## config.mk

```make
export PLATFORM = sky130hd
export DESIGN_NAME = unique_fifo_with_remove_flat
export DESIGN_NICKNAME = d
export VERILOG_FILES = /design/src/hdl/ufr_pkg.sv /design/src/hdl/ufr_req_if.sv /design/src/hdl/ufr_rsp_if.sv /design/src/hdl/ufr_datapath.sv /design/src/hdl/ufr_control.sv /design/src/hdl/unique_fifo_with_remove.sv /design/src/flat_wrapper.sv
export SDC_FILE = /design/constraint.sdc
export NUM_CORES = 1
export LEC_CHECK = 0
export BUFFER_PORTS_ARGS = -buffer_cell sky130_fd_sc_hd__buf_2
export CAP_MARGIN = 20
export CORE_MARGIN = 2
export CORE_UTILIZATION = 42
export DETAILED_ROUTE_END_ITERATION = 10
export PLACE_DENSITY = 0.57
export SYNTH_ARGS = -nofsm -noshare
export SYNTH_HDL_FRONTEND = slang
export SYNTH_SLANG_ARGS = --single-unit
export TNS_END_PERCENT = 5
```

## constraint.sdc

```tcl
create_clock -name clock -period 5.15 [get_ports clock]
set_input_delay 0.7725 -clock clock [delete_from_list [all_inputs] [get_ports clock]]
set_output_delay 0.7725 -clock clock [all_outputs]
set_load 0.005 [all_outputs]
```

## src/hdl/ufr_pkg.sv

```systemverilog
package ufr_pkg;

   localparam int DEPTH    = 16;
   localparam int HANDLE_W = 32;
   localparam int IDX_W    = $clog2(DEPTH);
   localparam int CNT_W    = $clog2(DEPTH + 1);
   localparam int OP_W     = 2;
   localparam int STAT_W   = 3;

   // operation codes
   localparam logic [OP_W-1:0] OP_PUSH   = 2'd0;
   localparam logic [OP_W-1:0] OP_POP    = 2'd1;
   localparam logic [OP_W-1:0] OP_REMOVE = 2'd2;
   localparam logic [OP_W-1:0] OP_QUERY  = 2'd3;

   // result status codes
   localparam logic [STAT_W-1:0] ST_DONE   = 3'd0;
   localparam logic [STAT_W-1:0] ST_DUP    = 3'd1;
   localparam logic [STAT_W-1:0] ST_FULL   = 3'd2;
   localparam logic [STAT_W-1:0] ST_EMPTY  = 3'd3;
   localparam logic [STAT_W-1:0] ST_ABSENT = 3'd4;

   // controller to datapath commands
   typedef struct packed {
      logic capture;
      logic lookup;
      logic exec;
      logic shift_step;
      logic load_rsp;
   } ufr_cmd_type;

   // datapath to controller status
   typedef struct packed {
      logic remove_hit;
      logic shift_done;
   } ufr_stat_type;

   // index plus count, wrapped around the ring
   function automatic logic [IDX_W-1:0] ring_add(input logic [IDX_W-1:0] idx,
                                                 input logic [CNT_W-1:0] n);
      logic [CNT_W:0] sum;
      sum = {{(CNT_W + 1 - IDX_W){1'b0}}, idx} + {1'b0, n};
      if (sum >= (CNT_W + 1)'(DEPTH)) begin
         sum = sum - (CNT_W + 1)'(DEPTH);
      end
      return sum[IDX_W-1:0];
   endfunction

   // distance of idx past base, wrapped around the ring
   function automatic logic [IDX_W-1:0] ring_offset(input logic [IDX_W-1:0] idx,
                                                    input logic [IDX_W-1:0] base);
      logic [IDX_W:0] diff;
      diff = {1'b0, idx} - {1'b0, base};
      if (diff[IDX_W]) begin
         diff = diff + (IDX_W + 1)'(DEPTH);
      end
      return diff[IDX_W-1:0];
   endfunction

endpackage

```

## src/hdl/ufr_req_if.sv

```systemverilog
interface ufr_req_if;
   import ufr_pkg::*;

   logic                valid;
   logic                ready;
   logic [OP_W-1:0]     operation;
   logic [HANDLE_W-1:0] handle_in;

   modport source (output valid, output operation, output handle_in, input ready);
   modport sink   (input valid, input operation, input handle_in, output ready);
endinterface

```

## src/hdl/ufr_rsp_if.sv

```systemverilog
interface ufr_rsp_if;
   import ufr_pkg::*;

   logic                valid;
   logic                ready;
   logic [HANDLE_W-1:0] handle_out;
   logic [STAT_W-1:0]   status;
   logic                found;
   logic [CNT_W-1:0]    occupancy;

   modport source (output valid, output handle_out, output status, output found,
                   output occupancy, input ready);
   modport sink   (input valid, input handle_out, input status, input found,
                   input occupancy, output ready);
endinterface

```

## src/hdl/ufr_datapath.sv

```systemverilog
module ufr_datapath
   import ufr_pkg::*;
(
   input  logic                clock,
   input  logic                reset,
   input  ufr_cmd_type         cmd,
   output ufr_stat_type        stat,
   input  logic [OP_W-1:0]     req_operation,
   input  logic [HANDLE_W-1:0] req_handle_in,
   output logic [HANDLE_W-1:0] rsp_handle_out,
   output logic [STAT_W-1:0]   rsp_status,
   output logic                rsp_found,
   output logic [CNT_W-1:0]    rsp_occupancy
);

   logic [HANDLE_W-1:0] slot_mem [DEPTH];

   logic [IDX_W-1:0]    oldest_ff, oldest_in;
   logic [CNT_W-1:0]    count_ff, count_in;
   logic [OP_W-1:0]     op_ff;
   logic [HANDLE_W-1:0] handle_ff;
   logic                hit_ff, hit_in;
   logic [IDX_W-1:0]    match_ff, match_in;
   logic [IDX_W-1:0]    cursor_ff, cursor_in;
   logic [CNT_W-1:0]    left_ff, left_in;
   logic [HANDLE_W-1:0] res_handle_ff, res_handle_in;
   logic [STAT_W-1:0]   res_status_ff, res_status_in;
   logic                res_found_ff, res_found_in;
   logic [HANDLE_W-1:0] rsp_handle_ff;
   logic [STAT_W-1:0]   rsp_status_ff;
   logic                rsp_found_ff;
   logic [CNT_W-1:0]    rsp_count_ff;

   logic [IDX_W-1:0]    wr_idx;
   logic [HANDLE_W-1:0] wr_data;
   logic                wr_en;
   logic [IDX_W-1:0]    rd_addr;
   logic [HANDLE_W-1:0] rd_data;
   logic [DEPTH-1:0]    match_vec;

   // compare the handle against every held entry
   always_comb begin
      for (int i = 0; i < DEPTH; i++) begin
         match_vec[i] = ({1'b0, ring_offset(IDX_W'(i), oldest_ff)} < count_ff)
                        && (slot_mem[i] == handle_ff);
      end
   end

   // encode the matching slot (handles are unique, so at most one)
   always_comb begin
      hit_in   = |match_vec;
      match_in = '0;
      for (int i = 0; i < DEPTH; i++) begin
         if (match_vec[i]) begin
            match_in = IDX_W'(i);
         end
      end
   end

   // one read port: oldest for pop, the entry after the cursor for a shift
   assign rd_addr = cmd.exec ? oldest_ff : ring_add(cursor_ff, CNT_W'(1));
   assign rd_data = slot_mem[rd_addr];

   // execute the operation and step the remove compaction
   always_comb begin
      oldest_in     = oldest_ff;
      count_in      = count_ff;
      cursor_in     = cursor_ff;
      left_in       = left_ff;
      res_handle_in = res_handle_ff;
      res_status_in = res_status_ff;
      res_found_in  = res_found_ff;
      wr_en         = 1'b0;
      wr_idx        = ring_add(oldest_ff, count_ff);
      wr_data       = handle_ff;
      if (cmd.exec) begin
         res_handle_in = '0;
         res_status_in = ST_DONE;
         res_found_in  = hit_ff;
         cursor_in     = match_ff;
         left_in       = count_ff - CNT_W'(1)
                         - {{(CNT_W - IDX_W){1'b0}}, ring_offset(match_ff, oldest_ff)};
         case (op_ff)
            OP_PUSH: begin
               if (hit_ff) begin
                  res_status_in = ST_DUP;
               end else if (count_ff == CNT_W'(DEPTH)) begin
                  res_status_in = ST_FULL;
               end else begin
                  wr_en    = 1'b1;
                  count_in = count_ff + CNT_W'(1);
               end
            end
            OP_POP: begin
               res_found_in = 1'b0;
               if (count_ff == '0) begin
                  res_status_in = ST_EMPTY;
               end else begin
                  res_handle_in = rd_data;
                  oldest_in     = ring_add(oldest_ff, CNT_W'(1));
                  count_in      = count_ff - CNT_W'(1);
               end
            end
            OP_REMOVE: begin
               if (!hit_ff) begin
                  res_status_in = ST_ABSENT;
               end
            end
            OP_QUERY: begin
               res_status_in = ST_DONE;
            end
            default: begin
               res_status_in = ST_DONE;
            end
         endcase
      end else if (cmd.shift_step) begin
         if (left_ff == '0) begin
            count_in = count_ff - CNT_W'(1);
         end else begin
            wr_en     = 1'b1;
            wr_idx    = cursor_ff;
            wr_data   = rd_data;
            cursor_in = ring_add(cursor_ff, CNT_W'(1));
            left_in   = left_ff - CNT_W'(1);
         end
      end
   end

   // write the handle store
   always_ff @(posedge clock) begin
      if (wr_en) begin
         slot_mem[wr_idx] <= wr_data;
      end
   end

   // hold ring pointers
   always_ff @(posedge clock) begin
      if (reset) begin
         oldest_ff <= '0;
         count_ff  <= '0;
      end else begin
         oldest_ff <= oldest_in;
         count_ff  <= count_in;
      end
   end

   // capture the word, lookup result and work registers
   always_ff @(posedge clock) begin
      if (cmd.capture) begin
         op_ff     <= req_operation;
         handle_ff <= req_handle_in;
      end
      if (cmd.lookup) begin
         hit_ff   <= hit_in;
         match_ff <= match_in;
      end
      cursor_ff     <= cursor_in;
      left_ff       <= left_in;
      res_handle_ff <= res_handle_in;
      res_status_ff <= res_status_in;
      res_found_ff  <= res_found_in;
      if (cmd.load_rsp) begin
         rsp_handle_ff <= res_handle_ff;
         rsp_status_ff <= res_status_ff;
         rsp_found_ff  <= res_found_ff;
         rsp_count_ff  <= count_ff;
      end
   end

   assign stat.remove_hit = (op_ff == OP_REMOVE) && hit_ff;
   assign stat.shift_done = (left_ff == '0);

   assign rsp_handle_out = rsp_handle_ff;
   assign rsp_status     = rsp_status_ff;
   assign rsp_found      = rsp_found_ff;
   assign rsp_occupancy  = rsp_count_ff;

endmodule

```

## src/hdl/ufr_control.sv

```systemverilog
module ufr_control
   import ufr_pkg::*;
(
   input  logic         clock,
   input  logic         reset,
   input  logic         req_valid,
   output logic         req_ready,
   output logic         rsp_valid,
   input  logic         rsp_ready,
   output ufr_cmd_type  cmd,
   input  ufr_stat_type stat
);

   typedef enum logic [4:0] {
      S_IDLE   = 5'b00001,
      S_LOOKUP = 5'b00010,
      S_EXEC   = 5'b00100,
      S_SHIFT  = 5'b01000,
      S_FINISH = 5'b10000
   } state_type;

   state_type state_ff, state_in;
   logic      rsp_valid_ff, rsp_valid_in;
   logic      load;

   assign req_ready = (state_ff == S_IDLE);
   assign load      = (state_ff == S_FINISH) && (!rsp_valid_ff || rsp_ready);

   // sequence one word through lookup, execute, compaction and hand-off
   always_comb begin
      state_in = state_ff;
      case (state_ff)
         S_IDLE: begin
            if (req_valid) begin
               state_in = S_LOOKUP;
            end
         end
         S_LOOKUP: begin
            state_in = S_EXEC;
         end
         S_EXEC: begin
            state_in = stat.remove_hit ? S_SHIFT : S_FINISH;
         end
         S_SHIFT: begin
            if (stat.shift_done) begin
               state_in = S_FINISH;
            end
         end
         S_FINISH: begin
            if (load) begin
               state_in = S_IDLE;
            end
         end
         default: begin
            state_in = S_IDLE;
         end
      endcase
   end

   // drive datapath commands
   always_comb begin
      cmd.capture    = (state_ff == S_IDLE) && req_valid;
      cmd.lookup     = (state_ff == S_LOOKUP);
      cmd.exec       = (state_ff == S_EXEC);
      cmd.shift_step = (state_ff == S_SHIFT);
      cmd.load_rsp   = load;
   end

   // hold the output word until taken
   always_comb begin
      rsp_valid_in = rsp_valid_ff;
      if (load) begin
         rsp_valid_in = 1'b1;
      end else if (rsp_ready) begin
         rsp_valid_in = 1'b0;
      end
   end

   always_ff @(posedge clock) begin
      if (reset) begin
         state_ff     <= S_IDLE;
         rsp_valid_ff <= 1'b0;
      end else begin
         state_ff     <= state_in;
         rsp_valid_ff <= rsp_valid_in;
      end
   end

   assign rsp_valid = rsp_valid_ff;

endmodule

```

## src/hdl/unique_fifo_with_remove.sv

```systemverilog
// Channel   Dir  Fields                                    Handshake
// req_chan  in   operation[1:0], handle_in[31:0]           valid/ready
// rsp_chan  out  handle_out[31:0], status[2:0], found,     valid/ready
//                occupancy[4:0]
//
// Push, pop, query and a remove that misses go from accept through the lookup,
// execute and finish states, loading the output register in finish; the next
// word is taken only back in idle. Remove of a held handle also passes through
// the shift state, where the compaction shifts each entry queued behind it, one
// entry per cycle, through the single store read port.
// Reset clears the ring pointers and count; the handle store is not cleared.
// A finished word waits in the output register while the next word is taken;
// the next one then stalls in its last cycle until the output word is taken.
module unique_fifo_with_remove
   import ufr_pkg::*;
(
   input  logic      clock,
   input  logic      reset,
   ufr_req_if.sink   req_chan,
   ufr_rsp_if.source rsp_chan
);

   ufr_cmd_type  cmd;
   ufr_stat_type stat;

   ufr_control u_control (
      .clock     (clock),
      .reset     (reset),
      .req_valid (req_chan.valid),
      .req_ready (req_chan.ready),
      .rsp_valid (rsp_chan.valid),
      .rsp_ready (rsp_chan.ready),
      .cmd       (cmd),
      .stat      (stat)
   );

   ufr_datapath u_datapath (
      .clock          (clock),
      .reset          (reset),
      .cmd            (cmd),
      .stat           (stat),
      .req_operation  (req_chan.operation),
      .req_handle_in  (req_chan.handle_in),
      .rsp_handle_out (rsp_chan.handle_out),
      .rsp_status     (rsp_chan.status),
      .rsp_found      (rsp_chan.found),
      .rsp_occupancy  (rsp_chan.occupancy)
   );

endmodule

```

## src/flat_wrapper.sv

```systemverilog
// flat-port wrapper written by rule: the top's interface ports become plain ports
module unique_fifo_with_remove_flat import ufr_pkg::*;
  (clock, reset, req_chan_valid, req_chan_operation, req_chan_handle_in, req_chan_ready, rsp_chan_valid, rsp_chan_handle_out, rsp_chan_status, rsp_chan_found, rsp_chan_occupancy, rsp_chan_ready);
  ufr_req_if req_chan_i ();
  ufr_rsp_if rsp_chan_i ();
  input  logic clock;
  input  logic reset;
  input wire logic [$bits(req_chan_i.valid)-1:0] req_chan_valid;
  input wire logic [$bits(req_chan_i.operation)-1:0] req_chan_operation;
  input wire logic [$bits(req_chan_i.handle_in)-1:0] req_chan_handle_in;
  output wire logic [$bits(req_chan_i.ready)-1:0] req_chan_ready;
  output wire logic [$bits(rsp_chan_i.valid)-1:0] rsp_chan_valid;
  output wire logic [$bits(rsp_chan_i.handle_out)-1:0] rsp_chan_handle_out;
  output wire logic [$bits(rsp_chan_i.status)-1:0] rsp_chan_status;
  output wire logic [$bits(rsp_chan_i.found)-1:0] rsp_chan_found;
  output wire logic [$bits(rsp_chan_i.occupancy)-1:0] rsp_chan_occupancy;
  input wire logic [$bits(rsp_chan_i.ready)-1:0] rsp_chan_ready;
  assign req_chan_i.valid = req_chan_valid;
  assign req_chan_i.operation = req_chan_operation;
  assign req_chan_i.handle_in = req_chan_handle_in;
  assign req_chan_ready = req_chan_i.ready;
  assign rsp_chan_valid = rsp_chan_i.valid;
  assign rsp_chan_handle_out = rsp_chan_i.handle_out;
  assign rsp_chan_status = rsp_chan_i.status;
  assign rsp_chan_found = rsp_chan_i.found;
  assign rsp_chan_occupancy = rsp_chan_i.occupancy;
  assign rsp_chan_i.ready = rsp_chan_ready;
  unique_fifo_with_remove u_core (.clock(clock), .reset(reset), .req_chan(req_chan_i), .rsp_chan(rsp_chan_i));
endmodule
```

== Yosys cells after proc, flatten, opt, wreduce, memory -nomap -nowiden ==
Memory sizes are Yosys's and may differ from the RTL's.
Cells that the tools add are included.

* Memories kept: 1
* Memory bits (writable): 512
* Bits of input ports: 38
* Output and inout bits: 43
* Register bits after elaboration: 140

{| class="wikitable"
|+ Memory list
! memory !! depth !! bits a word !! rd ports !! clocked after Yosys merged registers in !! wr ports !! RTL line !! text
|-
| u_core.u_datapath.slot_mem || 16 || 32 || 17 || 0 || 1 || ufr_datapath.sv:16 || <nowiki>logic [HANDLE_W-1:0] slot_mem [DEPTH];</nowiki>
|}

* Magnitude comparators: 19
* Equality and inequality tests: 33
* Mux-type cells: 75
* Add/sub/neg operators: 44
* Bitwise logic cells: 2
* Reduce and logical (&&, ||, !) cells: 36

{| class="wikitable"
|+ Operators by type and width
! cell !! number
|-
| == test 32 bit || 16
|-
| two-way mux 4 bit || 34
|-
| two-way mux 32 bit || 3
|-
| less-than comparator 4 x 5 -> 1 bit || 16
|-
| adder 4 x 1 -> 4 bit, second input constant || 17
|-
| two-way mux 5 bit || 13
|-
| subtractor 4 x 4 -> 5 bit, first input constant || 8
|-
| one-hot mux 5 bit (5 select lines) || 1
|-
| subtractor 3 x 4 -> 5 bit, first input constant || 4
|-
| logical AND 1 bit || 19
|-
| OR reduction 16 bit || 1
|-
| two-way mux 3 bit || 5
|-
| two-way mux 1 bit || 12
|-
| one-hot mux 3 bit (4 select lines) || 1
|-
| subtractor 4 x 1 -> 4 bit, second input constant || 3
|-
| adder 4 x 1 -> 5 bit, second input constant || 2
|-
| == test 5 bit, second input constant || 2
|-
| greater-or-equal comparator 5 bit, second input constant || 2
|-
| zero test 5 bit || 2
|-
| two-way mux 2 bit || 5
|-
| one-hot mux 5 bit (2 select lines) || 1
|-
| subtractor 1 x 4 -> 5 bit, first input constant || 2
|-
| subtractor 2 x 4 -> 5 bit, first input constant || 2
|-
| subtractor 5 x 1 -> 5 bit, second input constant || 2
|-
| other kinds (25) || 36
|}

== Logic depth before layout (Yosys ltp) ==
Gate-level depths: netlist of the first run.

* Word-level depth: 19
* Mapped depth: 12

== Hierarchy ==
Synthesis of the first run repeated with hierarchy kept, for this count alone.

* Cells, all modules: 2141
* Area, all modules: 32446.1 um2

{| class="wikitable"
|+ Modules (own cells, without submodules)
! module !! seq. area each (um2) !! times used !! area each (um2) !! cells each
|-
| ufr_datapath || 19308.5 || 1 || 32067.0 || 2098
|-
| ufr_control || 120.1 || 1 || 379.1 || 43
|}

== Worst setup path before layout of the first run ==
Ideal clock, no wire load.

* Path type: reg2reg
* Start: register u_core.u_datapath.oldest_ff[1]
* End: memory u_core.u_datapath.slot_mem[12][0] (enable)
* Cell stages (with the launch flop): 9
* Path slack: 1.450 ns
* Data required time: 4.729 ns
* Setup time: 0.421 ns
* Data arrival time: 3.278 ns
* Buffers on the path: 0
* Cells stage by stage: dfxtp_1 inv_1 ha_1 a21o_1 a21oi_1 xnor2_1 mux2i_1 or2_2 nor2_1

* Longest elaborated chain between the ends: 6
* Elaborated cells on any way between the ends: 7

{| class="wikitable"
|+ RTL lines
! what !! RTL line !! text
|-
| start, declared || ufr_datapath.sv:18 || <nowiki>logic [IDX_W-1:0] oldest_ff, oldest_in;</nowiki>
|-
| start signal, assigned || ufr_datapath.sv:142 || <nowiki>oldest_ff <= oldest_in;</nowiki>
|-
| adder 4 x 5 -> 6 bit (*) || ufr_pkg.sv:42 || <nowiki>sum = {{(CNT_W + 1 - IDX_W){1'b0}}, idx} + {1'b0, n};</nowiki>
|-
| greater-or-equal comparator 6 x 5 -> 1 bit or subtractor 4 x 1 -> 4 bit (tied branches) || ufr_pkg.sv:43, ufr_pkg.sv:44 ||
|-
| two-way mux 4 bit (*) || ufr_pkg.sv:43 || <nowiki>if (sum >= (CNT_W + 1)'(DEPTH)) begin</nowiki>
|-
| two-way mux 4 bit || ufr_datapath.sv:117 || <nowiki>if (left_ff == '0) begin</nowiki>
|-
| two-way mux 4 bit || ufr_datapath.sv:116 || <nowiki>end else if (cmd.shift_step) begin</nowiki>
|-
| two-way mux 4 bit (*) || ufr_datapath.sv:76 || <nowiki>if (cmd.exec) begin</nowiki>
|-
| end, declared || ufr_datapath.sv:16 ||
|}

Every way passes the cells marked *; elsewhere a longest branch is shown, timed or not.

== Worst setup path after layout of the first run ==
* Start: register u_core.u_datapath.handle_ff[9]
* End: register u_core.u_datapath.match_ff[0], data pin

* Longest elaborated chain between the ends: 16
* Elaborated cells on any way between the ends: 44

{| class="wikitable"
|+ RTL lines
! what !! RTL line !! text
|-
| start, declared || ufr_datapath.sv:21 || <nowiki>logic [HANDLE_W-1:0] handle_ff;</nowiki>
|-
| start signal, assigned || ufr_datapath.sv:151 || <nowiki>handle_ff <= req_handle_in;</nowiki>
|-
| == test 32 bit || ufr_datapath.sv:45 || <nowiki>&& (slot_mem[i] == handle_ff);</nowiki>
|-
| logical AND 1 bit || ufr_datapath.sv:45 ||
|-
| two-way mux 1 bit || ufr_datapath.sv:54 || <nowiki>if (match_vec[i]) begin</nowiki>
|-
| two-way mux 4 bit (6 in a row) || ufr_datapath.sv:54 ||
|-
| two-way mux 3 bit (4 in a row) || ufr_datapath.sv:54 ||
|-
| two-way mux 2 bit (2 in a row) || ufr_datapath.sv:54 ||
|-
| two-way mux 1 bit || ufr_datapath.sv:54 ||
|-
| end signal, assigned || ufr_datapath.sv:155 || <nowiki>match_ff <= match_in;</nowiki>
|-
| end, declared || ufr_datapath.sv:23 || <nowiki>logic [IDX_W-1:0] match_ff, match_in;</nowiki>
|}

Several ways; a longest one is shown, not always the timed one.
A chain may end at the register's enable or synchronous reset.

==> impl_metrics.xml, run 1 <==
<?xml version="1.0" encoding="UTF-8"?>
<metrics>
  <group name="place">
    <metric name="buffer_ports.inserted" unit="">80</metric>
    <metric name="post_dp_cell_area" unit="um^2">34730</metric>
    <metric name="post-dp-hpwl" unit="mm">93.92</metric>
    <metric name="routabilityCongestion" unit="">1.101</metric>
  </group>
  <group name="floorplanning">
    <metric name="placement_rows" unit="">102</metric>
    <metric name="die_height" unit="um">283.4</metric>
    <metric name="start_util" unit="%">42.40</metric>
    <metric name="die_x" unit="um">283.4</metric>
    <metric name="design.core.area" unit="um^2">77340</metric>
    <metric name="design.die.area" unit="um^2">80320</metric>
    <metric name="num_io_pins" unit="">81</metric>
  </group>
  <group name="critical_path">
    <metric name="critical-path-top-cell-by-count" unit="">nor4_1</metric>
    <metric name="critical_path.top_delay_family" unit="">simple AND/OR/NAND/NOR gates</metric>
    <metric name="cp_data_required_time" unit="ns">5.61</metric>
    <metric name="reg2reg_setup_slack" unit="ns">0.93</metric>
    <metric name="worst_path_max_delay_cell" unit="">nor4_1</metric>
    <metric name="arr_time_crit_path" unit="ns">4.68</metric>
    <metric name="max_stage_delay" unit="ns">1.16</metric>
    <metric name="crit_path_max_fanout" unit="">17</metric>
    <metric name="worstSetupEndpointType" unit="">register</metric>
    <metric name="start_kind" unit="">register</metric>
    <metric name="crit_chain" unit="">xnor2_1 &gt; nand4_1 &gt; nor4_1 &gt; o211ai_1 &gt; a21oi_1 &gt; nor4_1 &gt; a211oi_1</metric>
    <metric name="criticalPathCategory" unit="">reg -&gt; reg</metric>
    <metric name="crit_buf_inv" unit="">0</metric>
  </group>
  <group name="cells_and_area">
    <metric name="antennaDiodeCount" unit="">0</metric>
    <metric name="drive_gt1_share" unit="%">15.42</metric>
    <metric name="mostFrequentLayoutCell" unit="">edfxtp_1</metric>
    <metric name="multiInputGateArea" unit="um^2">12800</metric>
    <metric name="area.growth.synth_to_final" unit="%">13.19</metric>
    <metric name="most-common-layout-cells" unit="">edfxtp_1 (637), xnor2_1 (341), xor2_1 (201)</metric>
    <metric name="filler_cell_count" unit="">6788</metric>
    <metric name="final_area" unit="um^2">37120</metric>
    <metric name="ff_latch_area" unit="um^2">19430</metric>
    <metric name="final_nets" unit="">2565</metric>
  </group>
  <group name="detailed_routing">
    <metric name="drtIter0Drc" unit="">4247</metric>
    <metric name="via_per_inst" unit="">6.430</metric>
    <metric name="drt_pre_antenna_iters" unit="">8</metric>
    <metric name="routed_vias" unit="">22954</metric>
    <metric name="drt_wl_total" unit="mm">134.2</metric>
    <metric name="drt_drc_violations_left" unit="">0</metric>
    <metric name="wl_per_cell" unit="um">37.58</metric>
    <metric name="antenna_left" unit="">0</metric>
  </group>
  <group name="logic_synthesis">
    <metric name="part_of_the_yosys_area_used_for_sequential_elements" unit="%">59.25</metric>
    <metric name="synth_fp_nets" unit="">2495</metric>
    <metric name="yosys_warnings" unit="">0</metric>
    <metric name="number_of_synthesized_register_bits" unit="">652</metric>
    <metric name="synthesis.instances" unit="">2403</metric>
    <metric name="synth.avg_cell_area" unit="um^2">13.65</metric>
    <metric name="synthesis.area" unit="um^2">32790</metric>
    <metric name="number_of_enable_type_register_cells_in_the_synthesized_netlist" unit="">637</metric>
    <metric name="post_synth_num_cell_types" unit="">57</metric>
    <metric name="synthFlopType" unit="">edfxtp_1</metric>
    <metric name="synth_async_sr_flop_share" unit="%">0</metric>
  </group>
  <group name="global_routing">
    <metric name="grt_pass1_vias" unit="">21655</metric>
    <metric name="grt.overflow.total" unit="">0</metric>
    <metric name="grt_pass1_wl" unit="mm">181.4</metric>
    <metric name="largest_net_degree_at_the_start_of_global_routing" unit="">66</metric>
    <metric name="antenna_found_initial" unit="">7</metric>
    <metric name="grt_usage" unit="%">32.81</metric>
  </group>
  <group name="timing">
    <metric name="timing.clock.skew" unit="ns">0.02885</metric>
    <metric name="slew_viol_final" unit="">0</metric>
    <metric name="period_utilization_post_route" unit="%">81.91</metric>
    <metric name="layout_min_cycle_time" unit="ns">4.218</metric>
    <metric name="timing.fmax" unit="GHz">0.2371</metric>
    <metric name="grt_setup_unrepaired" unit="">no</metric>
    <metric name="slew-limit-headroom" unit="%">7.188</metric>
    <metric name="finalSetupViolCount" unit="">0</metric>
    <metric name="max_slew.worst_pin.slew" unit="ns">1.379</metric>
    <metric name="final-hold-violation-count" unit="">0</metric>
    <metric name="final.setup.tns" unit="ns">0</metric>
  </group>
  <group name="clocking">
    <metric name="postCtsSetupRepairBufs" unit="">0</metric>
    <metric name="cts_buffers" unit="">73</metric>
    <metric name="clk-insertion-delay-late" unit="ns">0.64</metric>
    <metric name="cts_num_sinks" unit="">652</metric>
    <metric name="cts.hold.buffers_added" unit="">0</metric>
    <metric name="worst_setup_hold_path_clk_slew" unit="ns">0.06</metric>
    <metric name="post_cts_resized" unit="">0</metric>
    <metric name="cts_htree_levels" unit="">3</metric>
    <metric name="cts_max_path_buffers" unit="">3</metric>
    <metric name="clock_tree.root_cell" unit="">clkbuf_16</metric>
    <metric name="clock_tree_from_tritoncts" unit="">built</metric>
  </group>
  <group name="power">
    <metric name="static_leakage" unit="nW">12.15</metric>
    <metric name="power_density" unit="nW/um^2">322.2</metric>
    <metric name="report.power.total" unit="mW">11.96</metric>
    <metric name="vdd_drop_max" unit="V">0.0002316</metric>
  </group>
  <group name="job">
    <metric name="maximum_capacitance_violations" unit="">0</metric>
  </group>
  <group name="run_status">
    <metric name="outcome" unit="">complete, no violations</metric>
  </group>
  <group name="hold_path">
    <metric name="hold_path.class" unit="">in -&gt; reg</metric>
  </group>
</metrics>
[synth_stat cells (3+ instances only)]
cell type | instances | area, um^2
nor2_1 | 84 | 315.3
a21boi_0 | 4 | 30.03
nand4_1 | 96 | 600.6
a211oi_1 | 34 | 255.2
a31oi_1 | 4 | 25.02
mux4_2 | 96 | 2162
o21bai_1 | 8 | 60.06
a21oi_1 | 95 | 475.5
dfxtp_1 | 15 | 300.3
xnor2_1 | 341 | 2987
nand3_1 | 72 | 360.4
nor4_1 | 70 | 437.9
a21o_1 | 8 | 60.06
buf_6 | 5 | 56.30
fa_1 | 3 | 60.06
nand2b_1 | 6 | 37.54
nor2b_1 | 10 | 62.56
nor3_1 | 42 | 210.2
inv_1 | 40 | 150.1
clkbuf_1 | 132 | 495.5
o22ai_1 | 3 | 18.77
ha_1 | 51 | 638.1
buf_2 | 15 | 75.07
o211ai_1 | 5 | 37.54
a211o_1 | 32 | 280.3
nand2_1 | 91 | 341.6
mux2i_1 | 36 | 360.4
buf_1 | 5 | 18.77
xor2_1 | 201 | 1760
edfxtp_1 | 637 | 19130
o21ai_0 | 81 | 405.4
o21a_1 | 9 | 67.56
and3_1 | 35 | 219.0
o31ai_1 | 3 | 22.52
[cells by family (layout without fill, tap and decap cells)]
group | after synthesis | after routing | share of synthesized area [%]
simple gates | 520 | 520 | 8.223
fa+ha+maj | 54 | 54 | 2.129
buf+inv | 198 | 325 | 2.438
mux | 132 | 132 | 7.693
flops | 652 | 652 | 59.25
compound gates | 305 | 305 | 5.789
xor+xnor | 542 | 542 | 14.48
[sequential cells by signal, indices dropped and copies added, names as in the netlist, 2 cells and up]
name                              flops
u_core.u_datapath.slot_mem          512
u_core.u_datapath.handle_ff          32
u_core.u_datapath.res_handle_ff      32
u_core.u_datapath.rsp_handle_out     32
u_core.u_control.state_ff             5
u_core.u_datapath.count_ff            5
u_core.u_datapath.left_ff             5
u_core.u_datapath.rsp_occupancy       5
u_core.u_datapath.cursor_ff           4
u_core.u_datapath.match_ff            4
u_core.u_datapath.oldest_ff           4
u_core.u_datapath.res_status_ff       3
u_core.u_datapath.rsp_status          3
u_core.u_datapath.op_ff               2
[worst paths after layout]
kind / start / end / depth (start not counted)
max: u_core.u_datapath.handle_ff[9] / u_core.u_datapath.match_ff[0] / 7
min: req_chan_handle_in[22] / u_core.u_datapath.handle_ff[22] / 1
max reg2reg: u_core.u_datapath.handle_ff[9] / u_core.u_datapath.match_ff[0] / 7
min reg2reg: u_core.u_datapath.res_handle_ff[12] / u_core.u_datapath.rsp_handle_out[12] / 0
[layout make-up]
type                            count  share of cell area [%]
Timing Repair Buffer              152                   2.825
Clock inverter                     40                   1.129
Inverter                           41                  0.4146
Clock buffer                       92                   5.282
Sequential cell                   652                   52.34
Multi-Input combinational cell   1553                   34.50
Tap cell                         1040                   3.506
[metrics by stage]
step                hold WS, ns  cells  worst slack, ns  util, %
global route             0.3032   3570           0.8369    47.99
global placement         0.4024   3436            1.180    44.90
floorplan                0.4003   2403            1.450        -
detailed placement       0.4045   3437            1.136    44.91
CTS                      0.2839   3569            1.125    47.99
finish                   0.3080   3570           0.9318    47.99
[routing by layer]
layer  up-vias  routed length [um]  track usage (%)
met2      1887               55460            46.37
met3       399               17680            9.068
met5         -                  50                0
met4         8               10680            21.30
met1     11490               50290            44.38
li1       9170                   -                -
[power breakdown]
part | internal [mW] | leakage (nW) | switching, mW | total (mW)
Clock | 3.06 | 1.16 | 2.22 | 5.28
Combinational | 0.198 | 5.16 | 0.493 | 0.691
Sequential | 5.85 | 5.83 | 0.130 | 5.98
Total | 9.12 | 12.2 | 2.84 | 12.0
No activity file was read; power rests on OpenSTA's default activity.
==> inputs of run 2 (changes only) <==
--- a/config.mk
+++ b/config.mk
@@ -10,7 +10,7 @@
 export CORE_MARGIN = 2
 export CORE_UTILIZATION = 42
 export DETAILED_ROUTE_END_ITERATION = 10
-export PLACE_DENSITY = 0.57
+export PLACE_DENSITY = 0.59
 export SYNTH_ARGS = -nofsm -noshare
 export SYNTH_HDL_FRONTEND = slang
 export SYNTH_SLANG_ARGS = --single-unit
==> constraint.sdc (replaced) <==
create_clock -name clock -period 3.6 [get_ports clock]
set_input_delay 0.54 -clock clock [delete_from_list [all_inputs] [get_ports clock]]
set_output_delay 0.54 -clock clock [all_outputs]
set_load 0.005 [all_outputs]
==> run 2 against run 1 <==
  * Non-clock buffer count is 188 higher
  * Worst setup slack lost 0.82 ns
  * Power grew 46%
  * Clock power rose by 49%
  * Combinational power increased by 59%
  * First-iteration DRC count shrank 26%
  * Highest routed layer unchanged
  * Clock-buffer cell count decreased by 10
  * Die area unchanged
  * Sequential share of layout area decreased by 2.7 points
  * Sequential power is 42% higher
  * Core utilization rose by 2.6 points
==> impl_metrics.xml, run 2 (synthesized netlist as in run 1, its figures left out) <==
<?xml version="1.0" encoding="UTF-8"?>
<metrics>
  <group name="run_status">
    <metric name="outcome" unit="">complete, no violations</metric>
  </group>
  <group name="global_routing">
    <metric name="grt_pass1_vias" unit="">22015</metric>
    <metric name="grt.overflow.total" unit="">0</metric>
    <metric name="largest_net_degree_at_the_start_of_global_routing" unit="">66</metric>
    <metric name="grt_usage" unit="%">30.38</metric>
    <metric name="grt_pass1_wl" unit="mm">171.1</metric>
    <metric name="antenna_found_initial" unit="">1</metric>
  </group>
  <group name="cells_and_area">
    <metric name="area.growth.synth_to_final" unit="%">19.38</metric>
    <metric name="most-common-layout-cells" unit="">edfxtp_1 (637), xnor2_1 (341), buf_4 (216)</metric>
    <metric name="largest_reg_flops" unit="">512</metric>
    <metric name="registers.top_by_ff_count" unit="">u_core.u_datapath.slot_mem</metric>
    <metric name="mostFrequentLayoutCell" unit="">edfxtp_1</metric>
    <metric name="final_nets" unit="">2754</metric>
    <metric name="filler_cell_count" unit="">6616</metric>
    <metric name="ff_latch_area" unit="um^2">19430</metric>
    <metric name="drive_gt1_share" unit="%">21.96</metric>
    <metric name="multiInputGateArea" unit="um^2">12850</metric>
    <metric name="final_area" unit="um^2">39150</metric>
  </group>
  <group name="place">
    <metric name="buffer_ports.inserted" unit="">80</metric>
    <metric name="routabilityCongestion" unit="">0.9676</metric>
    <metric name="post-dp-hpwl" unit="mm">89.24</metric>
    <metric name="post_dp_cell_area" unit="um^2">36570</metric>
  </group>
  <group name="floorplanning">
    <metric name="start_util" unit="%">42.40</metric>
    <metric name="placement_rows" unit="">102</metric>
    <metric name="num_io_pins" unit="">81</metric>
    <metric name="die_x" unit="um">283.4</metric>
    <metric name="design.die.area" unit="um^2">80320</metric>
    <metric name="design.core.area" unit="um^2">77340</metric>
    <metric name="die_height" unit="um">283.4</metric>
  </group>
  <group name="power">
    <metric name="report.power.total" unit="mW">17.47</metric>
    <metric name="vdd_drop_max" unit="V">0.0003325</metric>
    <metric name="power_density" unit="nW/um^2">446.4</metric>
    <metric name="static_leakage" unit="nW">13.24</metric>
  </group>
  <group name="timing">
    <metric name="finalSetupViolCount" unit="">0</metric>
    <metric name="slew_viol_final" unit="">0</metric>
    <metric name="timing.fmax" unit="GHz">0.2870</metric>
    <metric name="final.setup.tns" unit="ns">0</metric>
    <metric name="layout_min_cycle_time" unit="ns">3.484</metric>
    <metric name="max_slew.worst_pin.slew" unit="ns">0.9800</metric>
    <metric name="grt_setup_unrepaired" unit="">no</metric>
    <metric name="final-hold-violation-count" unit="">0</metric>
    <metric name="timing.clock.skew" unit="ns">0.02459</metric>
    <metric name="period_utilization_post_route" unit="%">96.77</metric>
    <metric name="slew-limit-headroom" unit="%">34.66</metric>
  </group>
  <group name="critical_path">
    <metric name="cp_data_required_time" unit="ns">3.97</metric>
    <metric name="regToRegEndpoint" unit="">u_core.u_datapath.slot_mem[2][4]</metric>
    <metric name="worstSetupEndpointType" unit="">register</metric>
    <metric name="worst_r2r_startpoint" unit="">u_core.u_datapath.cursor_ff[1]</metric>
    <metric name="reg2regPathDepth" unit="">12</metric>
    <metric name="reg2reg_setup_slack" unit="ns">0.12</metric>
    <metric name="criticalPathCategory" unit="">reg -&gt; reg</metric>
    <metric name="start_kind" unit="">register</metric>
    <metric name="crit_path_max_fanout" unit="">30</metric>
    <metric name="arr_time_crit_path" unit="ns">3.85</metric>
  </group>
  <group name="detailed_routing">
    <metric name="drtIter0Drc" unit="">3148</metric>
    <metric name="wl_per_cell" unit="um">32.95</metric>
    <metric name="via_per_inst" unit="">5.991</metric>
    <metric name="drt_drc_violations_left" unit="">0</metric>
    <metric name="drt_pre_antenna_iters" unit="">5</metric>
    <metric name="routed_vias" unit="">22519</metric>
    <metric name="drt_wl_total" unit="mm">123.8</metric>
    <metric name="antenna_left" unit="">0</metric>
  </group>
  <group name="clocking">
    <metric name="clk-insertion-delay-late" unit="ns">0.63</metric>
    <metric name="postCtsSetupRepairBufs" unit="">0</metric>
    <metric name="cts_buffers" unit="">74</metric>
    <metric name="cts.hold.buffers_added" unit="">0</metric>
    <metric name="clock_tree_from_tritoncts" unit="">built</metric>
    <metric name="clock_tree.root_cell" unit="">clkbuf_16</metric>
    <metric name="cts_num_sinks" unit="">652</metric>
    <metric name="cts_htree_levels" unit="">3</metric>
    <metric name="cts_max_path_buffers" unit="">3</metric>
    <metric name="worst_setup_hold_path_clk_slew" unit="ns">0.06</metric>
  </group>
  <group name="hold_path">
    <metric name="hold_path.class" unit="">in -&gt; reg</metric>
    <metric name="min_from" unit="">req_chan_handle_in[15]</metric>
    <metric name="hold_depth" unit="">1</metric>
    <metric name="min_delay_worst_endpoint" unit="">u_core.u_datapath.handle_ff[15]</metric>
  </group>
  <group name="job">
    <metric name="maximum_capacitance_violations" unit="">0</metric>
  </group>
</metrics>
[run 2: changes by cell type in the layout (fill, tap and decap cells not counted), moves of 4 or more]
cell        delta
buf_4        +155
buf_12        +34
clkbuf_1       -9
clkinvlp_4     +5
mux2i_1        -5
bufinv_16      +4
clkinv_4       +4
[run 2: area by class of cell]
cell class / instances / area share [%]
Antenna cell: 1 / 0.006393
Inverter: 41 / 0.3931
Multi-Input combinational cell: 1553 / 32.82
Tap cell: 1040 / 3.324
Clock inverter: 50 / 1.515
Clock buffer: 82 / 4.916
Timing Repair Buffer: 340 / 7.393
Sequential cell: 652 / 49.63
[run 2: timing repair]
action | in CTS | in global routing
hold endpoints to repair | 0 | 0
gates resized for setup | 1 | 9
setup endpoints to repair | 8 | 113
[run 2: power by group]
group          switching (mW)  internal (mW)
combinational           0.709          0.389
clock                    3.21           4.67
sequential              0.124           8.37
[run 2: stage by stage]
stage	hold slack, ns	setup WS [ns]	cells	util, %
after floorplan	0.4003	-0.09961	2403	-
after global placement	0.4002	0.02733	3625	47.29
after detailed placement	0.4052	-0.02053	3625	47.29
after CTS	0.05289	0.004470	3757	50.55
after global routing	0.06454	0.006192	3758	50.61
final	0.08518	0.1162	3759	50.61
[run 2: critical path, stage by stage (launching register included)]
cell and delay [ns]:
edfxtp_1 0.47, ha_1 0.24, xnor2_1 0.31, a21boi_4 0.31, nor2_4 0.08, buf_12 0.18
buf_12 0.20, mux4_2 0.34, mux2i_2 0.27, buf_4 0.19, nor3_1 0.05, a211o_1 0.37
buf_12 0.17
[run 2: layer usage]
metal / GRT usage, % / part of all wire, %
met2: 47.56 / 45
met4: 15.98 / 5.8
met1: 40.40 / 39
met5: 0 / 0.010
met3: 5.659 / 9.4
[run 2: how the worst max path moves through the flow]
stage	slack [ns]	startpoint	to
2_1_floorplan	-0.1	u_core.u_datapath.oldest_ff[1]	u_core.u_datapath.slot_mem[12][0]
3_3_place_gp	0.03	u_core.u_control.state_ff[0]	u_core.u_datapath.slot_mem[11][12]
3_5_place_dp	-0.02	u_core.u_control.state_ff[0]	u_core.u_datapath.slot_mem[11][12]
4_1_cts	0.004	u_core.u_control.state_ff[2]	u_core.u_datapath.slot_mem[2][7]
5_1_grt	0.006	u_core.u_datapath.cursor_ff[1]	u_core.u_datapath.slot_mem[11][8]
6_report	0.12	u_core.u_datapath.cursor_ff[1]	u_core.u_datapath.slot_mem[2][4]
